==> src/sv/fccw_pkg.sv <==
// Package for the FAT12 cluster chain walker.
// Holds table sizing, command and status codes, and the structs shared between the modules.
// No dependencies.
`timescale 1ns / 1ps
`default_nettype none

package fccw_pkg;

    // Allocation table size in bytes, split across an even and an odd bank
    localparam int TABLE_BYTES = 8192;
    localparam int TBL_AW      = $clog2(TABLE_BYTES);
    localparam int BANK_AW     = TBL_AW - 1;
    localparam int BANK_DEPTH  = (TABLE_BYTES + 1) / 2;

    // Field widths
    localparam int CMD_W     = 2;
    localparam int INDEX_W   = 13;
    localparam int BYTE_W    = 8;
    localparam int CLUSTER_W = 12;
    localparam int SECTOR_W  = 16;
    localparam int STATUS_W  = 2;

    // Stream payload widths
    localparam int IN_TDATA_W  = 40;
    localparam int IN_TUSER_W  = 2;
    localparam int OUT_TDATA_W = 32;
    localparam int OUT_TUSER_W = 3;

    localparam logic [CLUSTER_W-1:0] END_MARK  = 12'hFF8;
    localparam logic [SECTOR_W-1:0]  BASE_RESET = 16'd32;

    typedef enum logic [CMD_W-1:0] {
        CMD_WRITE   = 2'd0,
        CMD_START   = 2'd1,
        CMD_ADVANCE = 2'd2
    } t_cmd;

    typedef enum logic [STATUS_W-1:0] {
        STAT_CONTINUE = 2'd0,
        STAT_END      = 2'd1,
        STAT_CORRUPT  = 2'd2
    } t_status;

    // Table access request from the controller to the byte store
    typedef struct packed {
        logic                 wr_en;
        logic [INDEX_W-1:0]   wr_index;
        logic [BYTE_W-1:0]    wr_data;
        logic                 rd_en;
        logic [CLUSTER_W-1:0] rd_cluster;
    } t_tbl_req;

    // One result item
    typedef struct packed {
        logic [SECTOR_W-1:0]  data_sector;
        logic [CLUSTER_W-1:0] next_cluster;
        logic [STATUS_W-1:0]  chain_status;
        logic                 end_flag;
    } t_result;

endpackage

`default_nettype wire

==> src/sv/fccw_chain_ctrl.sv <==
// Command sequencer: table writes, chain start, and the advance lookup.
// Holds the current cluster and end flag; drives fccw_table_store. Uses fccw_pkg.
`timescale 1ns / 1ps
`default_nettype none

module fccw_chain_ctrl (
    input  wire logic                            i_clk,
    input  wire logic                            i_rst_n,
    input  wire logic                            i_valid,
    output logic                                 o_ready,
    input  wire logic [fccw_pkg::CMD_W-1:0]      i_cmd,
    input  wire logic [fccw_pkg::INDEX_W-1:0]    i_table_index,
    input  wire logic [fccw_pkg::BYTE_W-1:0]     i_table_byte,
    input  wire logic [fccw_pkg::CLUSTER_W-1:0]  i_start_cluster,
    input  wire logic [fccw_pkg::SECTOR_W-1:0]   i_base,
    input  wire logic [15:0]                     i_pair,
    input  wire logic                            i_q_full,
    output fccw_pkg::t_tbl_req                   o_tbl_req,
    output logic                                 o_push,
    output fccw_pkg::t_result                    o_result
);
    import fccw_pkg::*;

    typedef enum logic [1:0] {
        ST_IDLE   = 2'b01,
        ST_LOOKUP = 2'b10
    } t_state;

    t_state               r_state;
    t_state               n_state;
    logic [CLUSTER_W-1:0] r_cluster;
    logic [CLUSTER_W-1:0] n_cluster;
    logic                 r_end;
    logic                 n_end;

    logic                 accept;
    logic [CLUSTER_W-1:0] entry;
    t_status              status;
    logic [SECTOR_W-1:0]  sector;

    assign o_ready = (r_state == ST_IDLE) && !i_q_full;
    assign accept  = i_valid && o_ready;

    // Table requests: writes land at acceptance, an advance reads the current entry
    always_comb begin
        o_tbl_req.wr_en      = accept && (i_cmd == CMD_WRITE);
        o_tbl_req.wr_index   = i_table_index;
        o_tbl_req.wr_data    = i_table_byte;
        o_tbl_req.rd_en      = accept && (i_cmd == CMD_ADVANCE);
        o_tbl_req.rd_cluster = r_cluster;
    end

    // Entry decode: odd clusters take the upper 12 bits of the pair
    always_comb begin
        entry  = r_cluster[0] ? i_pair[15:4] : i_pair[11:0];
        sector = i_base + SECTOR_W'(r_cluster) - SECTOR_W'(1);
        if (entry >= END_MARK) begin
            status = STAT_END;
        end else if (entry == '0) begin
            status = STAT_CORRUPT;
        end else begin
            status = STAT_CONTINUE;
        end
    end

    // Sequencer and chain state
    always_comb begin
        n_state   = r_state;
        n_cluster = r_cluster;
        n_end     = r_end;
        o_push    = 1'b0;
        o_result  = '0;
        unique case (r_state)
            ST_IDLE: begin
                if (accept) begin
                    case (i_cmd)
                        CMD_ADVANCE: begin
                            n_state = ST_LOOKUP;
                        end
                        CMD_START: begin
                            n_cluster = i_start_cluster;
                            n_end     = 1'b0;
                            o_push    = 1'b1;
                        end
                        default: begin
                            o_push = 1'b1;
                        end
                    endcase
                    o_result.end_flag = n_end;
                end
            end
            ST_LOOKUP: begin
                n_state = ST_IDLE;
                o_push  = 1'b1;
                if (status == STAT_CONTINUE) begin
                    n_cluster = entry;
                end else begin
                    n_end = 1'b1;
                end
                o_result.data_sector  = sector;
                o_result.next_cluster = entry;
                o_result.chain_status = status;
                o_result.end_flag     = n_end;
            end
            default: begin
                n_state = ST_IDLE;
            end
        endcase
    end

    always_ff @(posedge i_clk) begin
        if (!i_rst_n) begin
            r_state   <= ST_IDLE;
            r_cluster <= '0;
            r_end     <= 1'b0;
        end else begin
            r_state   <= n_state;
            r_cluster <= n_cluster;
            r_end     <= n_end;
        end
    end

    a_lookup_one_cycle: assert property (@(posedge i_clk) disable iff (!i_rst_n)
        (r_state == ST_LOOKUP) |=> (r_state == ST_IDLE))
        else $error("lookup state held longer than one cycle");

    a_stop_holds_cluster: assert property (@(posedge i_clk) disable iff (!i_rst_n)
        (r_state == ST_LOOKUP && status != STAT_CONTINUE) |=> ($stable(r_cluster) && r_end))
        else $error("chain stop moved the cluster or missed the end flag");

endmodule

`default_nettype wire

==> config.mk <==
export PLATFORM = sky130hd
export DESIGN_NAME = fccw_chain_ctrl
export DESIGN_NICKNAME = d
export VERILOG_FILES = /design/src/sv/fccw_pkg.sv /design/src/sv/fccw_chain_ctrl.sv
export SDC_FILE = /design/constraint.sdc
export NUM_CORES = 1
export LEC_CHECK = 0
export BUFFER_PORTS_ARGS = -buffer_cell sky130_fd_sc_hd__buf_2
export CORE_UTILIZATION = 40
export CTS_BUF_LIST = sky130_fd_sc_hd__clkbuf_2
export DETAILED_ROUTE_END_ITERATION = 7
export GPL_ROUTABILITY_DRIVEN = 0
export HOLD_SLACK_MARGIN = 0.03
export PLACE_DENSITY = 0.74
export SLEW_MARGIN = 20
export SYNTH_ARGS = -nofsm -noshare
export SYNTH_HDL_FRONTEND = slang
export SYNTH_SLANG_ARGS = --single-unit
==> constraint.sdc <==
create_clock -name i_clk -period 8.8 [get_ports i_clk]
set_clock_uncertainty 0.15 [all_clocks]
set_input_delay 2.64 -clock i_clk [delete_from_list [all_inputs] [get_ports i_clk]]
set_output_delay 2.64 -clock i_clk [all_outputs]
set_load 0.005 [all_outputs]
==> results.sh <==
export IMPL_status="complete, no violations"
export IMPL_critPathCaptureType="output pin"
export IMPL_p_per_area_nw_per_um2=74.3
export IMPL_syn_area_per_cell_sq_um=7.04
export IMPL_rsz0062_at_grt="no"
export IMPL_numCtsBuffers=3
export IMPL_postRouteAntennaNets=0
export IMPL_path_class="in -> out"
export IMPL_fin_nets=511
export IMPL_grtUsageMet1=0.251
export IMPL_drive_gt1_frac=0.266
export IMPL_dieHeight_microns=79.6
export IMPL_drt_iter0_drc=57
export IMPL_busiest_layer="met2"
export IMPL_root_buffer="clkbuf_2"
export IMPL_drc_errors=0
export IMPL_syn_area_sq_um=2410
export IMPL_routedWlPerCell_microns=12.4
export IMPL_worst_pin_slew_ns=0.886
export IMPL_fill_cells=567
export IMPL_synth_top_cell_area_share=0.145
export IMPL_crit_slowest_cell="or4_1"
export IMPL_groute_layer_met3_usage=0.0171
export IMPL_synth_common_cells="inv_1 (56), nor2_1 (34), ha_1 (28)"
export IMPL_dp_slack_ns=0.889
export IMPL_synth_top_cell_by_area="ha_1"
export IMPL_slew_headroom=0.408
export IMPL_die_area_sq_um=6340
export IMPL_clock_latency_ns=0.28
export IMPL_boundaryPins=139
export IMPL_yosys_warnings=0
export IMPL_antenna_found_initial=0
export IMPL_via_per_inst=5.25
export IMPL_first_pass_iters=4
export IMPL_critPathTopFamily="adder cells"
export IMPL_crit_buf_inv=4
export IMPL_cellLeakagePower_nw=1.48
export IMPL_dp_final_hpwl_mm=4.86
export IMPL_crit_path_max_fanout=3
export IMPL_arrival_ns=5.13
export IMPL_synth_cell_type_count=51
export IMPL_ctsHoldBuffers=0
export IMPL_io_buffers=96
export IMPL_grt_use_total=0.193
export IMPL_via_count=2529
export IMPL_cts_sink_count=15
export IMPL_core_sq_um=5640
export IMPL_peakVddDrop_mv=0.0366
export IMPL_cp_start_kind="input pin"
export IMPL_post_cts_resize_count=0
export IMPL_syn_inst=342
export IMPL_grt_ovfl_total=0
export IMPL_tns_ns=0
export IMPL_cts_tree="done"
export IMPL_finalWorstSetupSlack_ns=0.883
export IMPL_ys_flop_type="dfxtp_1"
export IMPL_hold_path_class="reg -> reg"
export IMPL_cts_buffer_depth=2
export IMPL_area_growth_pct=15.4
export IMPL_grt_pass1_wl_mm=10.0
export IMPL_grt_max_degree=30
export IMPL_crit_required_ns=6.01
export IMPL_die_w_microns=79.6
export IMPL_synth_seq_cells=15
export IMPL_async_reset_ff_frac=0
export IMPL_finish_utilization=0.493
export IMPL_grt_pass1_vias=2374
export IMPL_antennaDiodeCount=0
export IMPL_synth_most_common_cell="inv_1"
export IMPL_drv_cap=0
export IMPL_finalMaxSlewViolations=0
export IMPL_synth_nets=442
export IMPL_hold_slack_ns=0.326
export IMPL_clk_pin_slew_ns=0.14
export IMPL_post_cts_setup_buffers=0
export IMPL_hold_violations=0
export IMPL_fmax_ghz=0.126
export IMPL_fin_crit_sh=0.900
export IMPL_num_rows=27
export IMPL_min_period_ns=7.92
export IMPL_setup_viol=0
export IMPL_h_tree_depth=1
export IMPL_wl_mm=5.98
export IMPL_synth_edf_count=0
export IMPL_yosys_top_cells_area="ha_1 (15%), dfxtp_1 (12%), inv_1 (8.7%)"
export IMPL_seq_area_frac_synth=0.125
export IMPL_start_util=0.427
export IMPL_path_cells="buf_2, inv_1, ha_1, inv_1, ha_1, fa_1, a211oi_1, o21bai_1, or4_1, nand3_1, nor3b_1, buf_2"
export IMPL_use_met2=0.336
export IMPL_critPathMaxStageDelay_ns=0.44
[final timing paths]
| kind | slack (ns) | end | depth (start not counted) | start |
|---|---|---|---|---|
| worst min register to register | 0.33 | r_cluster[10]$_SDFFE_PN0P_ | 2 | r_cluster[10]$_SDFFE_PN0P_ |
| worst min-delay path | 0.33 | r_cluster[10]$_SDFFE_PN0P_ | 2 | r_cluster[10]$_SDFFE_PN0P_ |
| worst max-delay path | 0.88 | o_result[24] | 12 | i_base[1] |
| worst max register to register | 6.09 | r_cluster[3]$_SDFFE_PN0P_ | 5 | r_cluster[0]$_SDFFE_PN0P_ |
[placed cells by master, fill, tap and decap left out, types with 3 or more instances in the layout]
master and n:
mux2i_1 17, nor3_1 5, inv_1 56, a21oi_1 23
nor2_1 34, nand4_1 8, ha_1 28, a211oi_1 6
clkbuf_2 4, dfxtp_1 15, nor2b_1 8, nand3_1 5
xor2_1 3, nand2_1 18, nand2b_1 5, buf_2 96
a21o_1 8, o311ai_0 3, and2_1 5, nor4_1 3
o31ai_2 5, or3_1 3, o21a_1 3, o21ai_0 19
a31oi_1 3
[metal layers]
| metal | wire length (microns) | up-vias |
|---|---|---|
| met3 | 330 | 8 |
| met2 | 2770 | 90 |
| li1 | - | 1298 |
| met4 | 64 | 0 |
| met5 | 0 | - |
| met1 | 2810 | 1133 |
[logic make-up after synthesis]
family / after synthesis / share of synthesized area
AO/OA/AOI/OAI: 81 / 0.224
flip-flops: 15 / 0.125
XOR/XNOR: 4 / 0.0145
buffers and inverters: 90 / 0.183
multiplexers: 18 / 0.0753
adder cells (fa/ha/maj): 29 / 0.154
AND/OR/NAND/NOR: 105 / 0.224
[report_power, final]
part / switching [mW] / internal, mW / leakage [nW]
Clock: 0.0217 / 0.0120 / 0.0166
Sequential: 0.00178 / 0.0696 / 0.121
Combinational: 0.0573 / 0.0439 / 1.35
Total: 0.0809 / 0.126 / 1.48
[worst reg2reg max path, stage by stage, from the launching register on]
cell and delay, ns:
dfxtp_1 0.93, nor4b_1 0.37, a22oi_1 0.13, or3_1 0.53
and2_4 0.28, a311oi_1 0.25
[final cells by class]
class / instances / area, sq um / area share
clock buffers: 4 / 20.0 / 0.00720
inverters: 57 / 214 / 0.0770
multi-input cells: 237 / 1670 / 0.600
flip-flops and latches: 15 / 300 / 0.108
well taps: 72 / 90.1 / 0.0324
repair buffers: 97 / 488 / 0.176
[registers in the layout (all words and copies together), names as in the netlist]
name       flops
r_end          1
r_state        2
r_cluster     12
[through the flow]
stage	instances	power, mW	instance area (sq um)
2_1_floorplan	342	0.151	2410
3_3_place_gp	478	0.171	2760
3_5_place_dp	478	0.173	2760
4_1_cts	482	0.208	2780
5_1_grt	482	0.226	2780
6_report	482	0.206	2780
No activity file was read; power rests on OpenSTA's default activity.
