**src/sv/fccw_pkg.sv**
```systemverilog
// Package for the FAT12 cluster chain walker.
// Holds table sizing, command and status codes, and the structs shared between the modules.
// No dependencies.
`timescale 1ns / 1ps
`default_nettype none

package fccw_pkg;

    // Allocation table size in bytes, split across an even and an odd bank
    localparam int TABLE_BYTES = 8192;
    localparam int TBL_AW      = $clog2(TABLE_BYTES);
    localparam int BANK_AW     = TBL_AW - 1;
    localparam int BANK_DEPTH  = (TABLE_BYTES + 1) / 2;

    // Field widths
    localparam int CMD_W     = 2;
    localparam int INDEX_W   = 13;
    localparam int BYTE_W    = 8;
    localparam int CLUSTER_W = 12;
    localparam int SECTOR_W  = 16;
    localparam int STATUS_W  = 2;

    // Stream payload widths
    localparam int IN_TDATA_W  = 40;
    localparam int IN_TUSER_W  = 2;
    localparam int OUT_TDATA_W = 32;
    localparam int OUT_TUSER_W = 3;

    localparam logic [CLUSTER_W-1:0] END_MARK  = 12'hFF8;
    localparam logic [SECTOR_W-1:0]  BASE_RESET = 16'd32;

    typedef enum logic [CMD_W-1:0] {
        CMD_WRITE   = 2'd0,
        CMD_START   = 2'd1,
        CMD_ADVANCE = 2'd2
    } t_cmd;

    typedef enum logic [STATUS_W-1:0] {
        STAT_CONTINUE = 2'd0,
        STAT_END      = 2'd1,
        STAT_CORRUPT  = 2'd2
    } t_status;

    // Table access request from the controller to the byte store
    typedef struct packed {
        logic                 wr_en;
        logic [INDEX_W-1:0]   wr_index;
        logic [BYTE_W-1:0]    wr_data;
        logic                 rd_en;
        logic [CLUSTER_W-1:0] rd_cluster;
    } t_tbl_req;

    // One result item
    typedef struct packed {
        logic [SECTOR_W-1:0]  data_sector;
        logic [CLUSTER_W-1:0] next_cluster;
        logic [STATUS_W-1:0]  chain_status;
        logic                 end_flag;
    } t_result;

endpackage

`default_nettype wire

```
**src/sv/fccw_out_queue.sv**
```systemverilog
// Two-entry result queue in front of the master stream port.
// Lets the controller finish an item while an earlier result waits. Uses fccw_pkg.
`timescale 1ns / 1ps
`default_nettype none

module fccw_out_queue (
    input  wire logic              i_clk,
    input  wire logic              i_rst_n,
    input  wire logic              i_push,
    input  wire fccw_pkg::t_result i_result,
    output logic                   o_full,
    output logic                   o_valid,
    input  wire logic              i_ready,
    output fccw_pkg::t_result      o_result
);
    import fccw_pkg::*;

    t_result    r_slot [0:1];
    logic       r_wr_ptr;
    logic       r_rd_ptr;
    logic [1:0] r_count;
    logic       n_wr_ptr;
    logic       n_rd_ptr;
    logic [1:0] n_count;
    logic       pop;

    assign pop      = o_valid && i_ready;
    assign o_valid  = (r_count != 2'd0);
    assign o_full   = (r_count == 2'd2);
    assign o_result = r_slot[r_rd_ptr];

    // Pointer and fill count update
    always_comb begin
        n_wr_ptr = i_push ? ~r_wr_ptr : r_wr_ptr;
        n_rd_ptr = pop ? ~r_rd_ptr : r_rd_ptr;
        n_count  = r_count + 2'(i_push) - 2'(pop);
    end

    always_ff @(posedge i_clk) begin
        if (!i_rst_n) begin
            r_wr_ptr <= 1'b0;
            r_rd_ptr <= 1'b0;
            r_count  <= 2'd0;
        end else begin
            r_wr_ptr <= n_wr_ptr;
            r_rd_ptr <= n_rd_ptr;
            r_count  <= n_count;
        end
    end

    // Payload slots
    always_ff @(posedge i_clk) begin
        if (i_push) begin
            r_slot[r_wr_ptr] <= i_result;
        end
    end

    a_no_overflow: assert property (@(posedge i_clk) disable iff (!i_rst_n)
        !(i_push && r_count == 2'd2))
        else $error("result pushed into full queue");

    a_count_range: assert property (@(posedge i_clk) disable iff (!i_rst_n)
        (r_count != 2'd3) && ((r_count == 2'd0) || (r_count == 2'd2) ||
        (r_wr_ptr != r_rd_ptr)))
        else $error("queue count disagrees with pointers");

endmodule

`default_nettype wire

```
**config.mk**
```make
export PLATFORM = sky130hd
export DESIGN_NAME = fccw_out_queue
export DESIGN_NICKNAME = d
export VERILOG_FILES = /design/src/sv/fccw_pkg.sv /design/src/sv/fccw_out_queue.sv
export SDC_FILE = /design/constraint.sdc
export NUM_CORES = 1
export LEC_CHECK = 0
export ABC_AREA = 0
export BUFFER_PORTS_ARGS = -buffer_cell sky130_fd_sc_hd__clkbuf_2
export CORE_UTILIZATION = 56
export DETAILED_ROUTE_END_ITERATION = 10
export PLACE_DENSITY_LB_ADDON = 0.25
export SETUP_SLACK_MARGIN = 0.1
export SYNTH_ARGS = -nofsm -noshare
export SYNTH_HDL_FRONTEND = slang
export SYNTH_SLANG_ARGS = --single-unit
```
**constraint.sdc**
```tcl
create_clock -name i_clk -period 5.61 [get_ports i_clk]
set_input_delay 1.122 -clock i_clk [delete_from_list [all_inputs] [get_ports i_clk]]
set_output_delay 1.122 -clock i_clk [all_outputs]
set_load 0.01 [all_outputs]
```
==> metrics.csv, run 1 <==
metric,value,unit
outcome,finished clean,
num_rows,24,
crit_path_cell_trace,mux2_1 -> clkbuf_2,
multi_input_area,607,um2
clk_latency,330,ps
wl_met1,1620,um
portBuffers,67,
pwr_density_cell,387,nW/um2
netSwitchingFraction,25.5,%
cp-start-kind,flip-flop,
gp_congestion,0.690,
io_pins,68,
cp-end-kind,output pin,
synthSimpleGateAreaFrac,2.07,%
ys_seq_area_share,75.4,%
synth_area_leaders,"edfxtp_1 (72%), mux2_4 (17%), dfxtp_1 (3.8%)",
holdBufCountCts,0,
clock-root-buffer,clkbuf_8,
fp.dieW,70.2,um
path_max_fanout,31,
place_hpwl,2700,um
grt_pass1_vias,1337,
power.internal,0.000905,W
fin_tns_setup,0,ps
netlist_area,2600,um2
yosysWarnings,0,
power_leakage,1.28,nW
coreArea,4410,um2
dpl_cell_area,2990,um2
crit_slowest_cell,dfxtp_2,
combPwrFrac,21.5,%
path_clk_slew,70,ps
synthToLayoutAreaGrowth,20.6,%
synth_adder_area_share,0.962,%
detail-route-antenna-nets,0,
cts-buffers-inserted,9,
hold_path_class,reg -> reg,
cts_tree,built,
syn_nets,156,
grt_setup_unrepaired,false,
synth.area.mux_share,18.5,%
synth_top_family_by_area,multiplexers,
cts_setup_buffers,0,
die_y,70.2,um
dieArea,4920,um2
r2r-start,r_wr_ptr,
yosys_register_bits,67,
finalInstanceArea,3140,um2
grt_first_pass_wirelength,6250,um
finalCriticalPeriod,3010,ps
worstMarginPinSlew,1030,ps
htreeDepth,3,
layout.nets,232,
seq_area,1960,um2
clockBufferDepth,2,
grt.total_usage,17.7,%
antenna_found_initial,0,
synth_area_per_cell,21.9,um2
synth.distinct_cells,16,
slowest_delay,990,ps
synth_xor_xnor_area_share,0.865,%
critPathKind,reg -> out,
max_slew_margin,31.6,%
wl_met3,230,um
syn-instance-count,119,
arrival,1890,ps
final_cell_mix,"clkbuf_2 (67), edfxtp_1 (62), mux2_4 (30)",
fillers,272,
worst_clock_skew,5.21,ps
via_per_inst,5.08,
start_util,59.0,%
synth_top_area_share,71.5,%
hold_path_startpoint,r_rd_ptr,
pwr-share-seq,52.2,%
finalSetupViolCount,0,
synth_top_area_cell,edfxtp_1,
slew_violations,0,
grt_overflow_total,0,
drive_above_1_share,56.0,%
maxCapViolations,0,
fin_crit_sh,53.7,%
drc,0,
dr.max_layer_used,met4,
dr.pass1.iters,4,
wl_met2,2110,um
final_hold_viol_count,0,
routed_wl,4030,um
ir_worst_vdd,0.258,mV
worstPathRequired,4490,ps
clkPwrFrac,26.3,%
fmax,0.332,GHz
cts.sinks,67,
wire_per_inst,16.0,um
layout_commonest_cell,clkbuf_2,
antennaDiodeCount,0,
power_switching,0.000310,W
vias,1280,
synth_compound_area_share,0.625,%
drtIter0Drc,69,
grt_max_degree,33,
cts_resized,0,
-- routing by layer --
layer  GRT usage [%]  vias up
li1                -      612
met1            21.2      614
met2            28.2       47
met3            6.35        7
met4            9.33        0
met5               0        -
-- worst max-delay path, delay by kind of cell, from the launching register on --
kind / cells / cell delay, ps
buffers and inverters: 1 / 130
flip-flops: 1 / 990
multiplexers: 1 / 400
-- cell families after synthesis --
family / after synthesis
flip-flops: 67
multiplexers: 33
AND/OR/NAND/NOR: 9
buffers and inverters: 5
AO/OA/AOI/OAI: 2
adder cells (fa/ha/maj): 2
XOR/XNOR: 1
-- through the flow --
| stage | worst slack [ps] | total power, W | utilization, % | instances | hold slack [ps] |
|---|---|---|---|---|---|
| after floorplan | 2630 | 0.000826 | - | 119 | 452 |
| after global placement | 2980 | 0.000897 | 67.6 | 236 | 453 |
| after detailed placement | 2950 | 0.000910 | 67.6 | 236 | 486 |
| after CTS | 2560 | 0.00123 | 71.1 | 252 | 487 |
| after global routing | 2500 | 0.00127 | 71.1 | 252 | 550 |
| final | 2600 | 0.00121 | 71.1 | 252 | 496 |
-- cell usage after synthesis (all sizes together) --
cell,count
mux2,31
dfxtp,5
buf,3
nand2,1
mux2i,2
nand2b,1
o21a,2
edfxtp,62
xnor3,1
and2,2
nor2b,4
ha,2
or2,1
inv,2
-- flip-flops by register name (all words and copies together) (netlist names), named ones only --
signal and count:
r_count 2, r_slot 62, r_rd_ptr 1, r_wr_ptr 1
-- area by class of cell --
cell class / instances / area share, %
flip-flops and latches: 67 / 62.6
multi-input cells: 47 / 19.3
repair buffers: 68 / 10.9
clock buffers: 12 / 4.31
well taps: 52 / 2.07
clock inverters: 4 / 0.558
inverters: 2 / 0.239
-- power groups by stage --
stage	Clock (W)	Combinational (W)	Sequential, W
finish	0.000319	0.000262	0.000634
global route	0.000349	0.000283	0.000640
CTS	0.000327	0.000265	0.000635
detailed placement	0	0.000264	0.000646
global placement	0	0.000255	0.000642
floorplan	0	0.000217	0.000609
-- worst paths after layout --
kind | endpoint | slack, ps | cells past startpoint
worst max register to register | r_slot[1][8] | 4040 | 2
worst min register to register | flip-flop | 500 | 2
worst max-delay path | o_result[30] | 2600 | 2
worst min-delay path | flip-flop | 500 | 2
No activity file was read; power rests on OpenSTA's default activity.
==> run 2: changes to the inputs <==
--- a/config.mk
+++ b/config.mk
@@ -5,9 +5,9 @@
 export SDC_FILE = /design/constraint.sdc
 export NUM_CORES = 1
 export LEC_CHECK = 0
-export ABC_AREA = 0
+export ABC_AREA = 1
 export BUFFER_PORTS_ARGS = -buffer_cell sky130_fd_sc_hd__clkbuf_2
-export CORE_UTILIZATION = 56
+export CORE_UTILIZATION = 46
 export DETAILED_ROUTE_END_ITERATION = 10
 export PLACE_DENSITY_LB_ADDON = 0.25
 export SETUP_SLACK_MARGIN = 0.1
==> constraint.sdc (replaced) <==
create_clock -name i_clk -period 2.7 [get_ports i_clk]
set_input_delay 0.54 -clock i_clk [delete_from_list [all_inputs] [get_ports i_clk]]
set_output_delay 0.54 -clock i_clk [all_outputs]
set_load 0.01 [all_outputs]
==> metrics.csv, run 2 <==
metric,value,unit
outcome,finished clean,
yosysWarnings,0,
fp.dieW,75.5,um
clk_latency,330,ps
drive_above_1_share,54.2,%
cp-end-kind,output pin,
fin_crit_sh,76.4,%
via_per_inst,4.74,
layout_commonest_cell,clkbuf_2,
dp_cells,270,
grt_setup_unrepaired,false,
grt.total_usage,15.8,%
power,0.00251,W
dieArea,5690,um2
synthTopCellsByCount,"edfxtp_1 (62), mux2_2 (31), nor2_1 (10), inv_1 (8), nand2_1 (8)",
synth_area_leaders,"edfxtp_1 (75%), mux2_2 (14%), dfxtp_1 (4.0%)",
synth_area_per_cell,18.8,um2
ys_seq_area_share,79.0,%
wire_per_inst,14.7,um
grt_use_met3,4.10,%
synthArstFlopShare,0,%
coreArea,5140,um2
top_register,r_slot,
final_cell_mix,"clkbuf_2 (67), edfxtp_1 (62), mux2_2 (31)",
fin_ws,639,ps
critPathKind,reg -> out,
worstPathRequired,2160,ps
slew_violations,0,
max_slew_margin,73.2,%
cts_resized,0,
routed_wl,4200,um
portBuffers,67,
largest_reg_flops,62,
synth_top_area_share,75.0,%
cts_setup_buffers,0,
fin_tns_setup,0,ps
finalSetupViolCount,0,
antennaDiodeCount,0,
grt_overflow_total,0,
place_ws,962,ps
synth_edf_count,62,
clockBufferDepth,2,
drc,0,
synth_top_area_cell,edfxtp_1,
cts_tree,built,
pwr_density_cell,812,nW/um2
cp-start-kind,flip-flop,
syn_nets,169,
fmax,0.485,GHz
worst_clock_skew,3.90,ps
num_rows,26,
synth.distinct_cells,10,
cts.sinks,67,
path_max_fanout,31,
syn-instance-count,132,
grt_pass1_vias,1400,
holdBufCountCts,0,
use_met1,15.6,%
worstMarginPinSlew,402,ps
path_clk_slew,60,ps
place_hpwl,2890,um
detail-route-antenna-nets,0,
gp_congestion,0.692,
vias,1355,
hold_path_class,in -> reg,
top_usage_layer,met2,
clock-root-buffer,clkbuf_8,
use_met2,28.8,%
netlist_area,2480,um2
antenna_found_initial,0,
power_leakage,1.24,nW
synth.most_common_cell,edfxtp_1,
synth_flop_cell,edfxtp_1,
yosys_register_bits,67,
grt_max_degree,32,
start_util,48.3,%
die_y,75.5,um
grt_first_pass_wirelength,6130,um
dr.pass1.iters,4,
final_hold_viol_count,0,
arrival,1520,ps
finalCriticalPeriod,2060,ps
ir_worst_vdd,0.510,mV
cts-buffers-inserted,9,
synthToLayoutAreaGrowth,24.5,%
layout.nets,248,
maxCapViolations,0,
drtIter0Drc,49,
finalNonFillerCells,286,
reg.largest.list,"r_slot: 62 flops, r_count: 2 flops",
htreeDepth,3,
io_pins,68,
## run 2: cell types whose count changed after synthesis, sizes merged, moves of 2 or more
cell / before / now
and2: 2 / 0
o21a: 2 / 0
nand2: 1 / 8
mux2i: 2 / 0
nor2b: 4 / 0
nor2: 0 / 10
nand3: 0 / 2
inv: 2 / 8
## run 2: where the power goes
part,leakage [nW],switching [W],internal (W)
clock network,0.0965,0.000334,0.000406
logic,0.519,0.000284,0.000245
registers,0.623,0.0000261,0.00121
total,1.24,0.000644,0.00187
## run 2: cell families after synthesis
logic type,count (synthesis),share of synthesized area [%]
adders and majority gates,2,1.01
muxes,31,14.1
and+or+nand+nor,20,3.13
buffers and inverters,11,2.57
DFF,67,79.0
AOI/OAI and AO/OA,1,0.201
## run 2: layer usage
layer | share of wire, % | vias up
met3 | 4.8 | 9
met1 | 38 | 654
met5 | 0 | -
li1 | - | 646
met2 | 55 | 46
met4 | 2.6 | 0
## run 2: through the flow
stage | hold slack (ps) | util [%] | area (um2)
2_1_floorplan | 467 | - | 2480
3_3_place_gp | 489 | 56.6 | 2910
3_5_place_dp | 496 | 56.6 | 2910
4_1_cts | 380 | 60.2 | 3090
5_1_grt | 384 | 60.2 | 3090
6_report | 399 | 60.2 | 3090
## run 2: path summary, 6_finish.rpt
kind	slack, ps	start	endpoint	depth (start not counted)
worst max-delay path	640	flip-flop	o_result[10]	3
worst min-delay path	400	i_result[18]	r_slot[1][18]	1
worst max register to register	1180	r_count[1]	r_count[1]	9
worst min register to register	520	r_rd_ptr	flip-flop	2
## run 2: critical path, stage by stage (launching register included)
cell and delay [ps]:
dfxtp_1 310, buf_4 360, mux2_2 390, clkbuf_2 130
## run 2: area by class of cell
cell class | instances | area, um2
Clock buffer | 14 | 173
Tap cell | 70 | 87.6
Fill cell | 431 | 2050
Sequential cell | 67 | 1960
Inverter | 8 | 30.0
Timing Repair Buffer | 71 | 365
Clock inverter | 2 | 10.0
Multi-Input combinational cell | 54 | 464
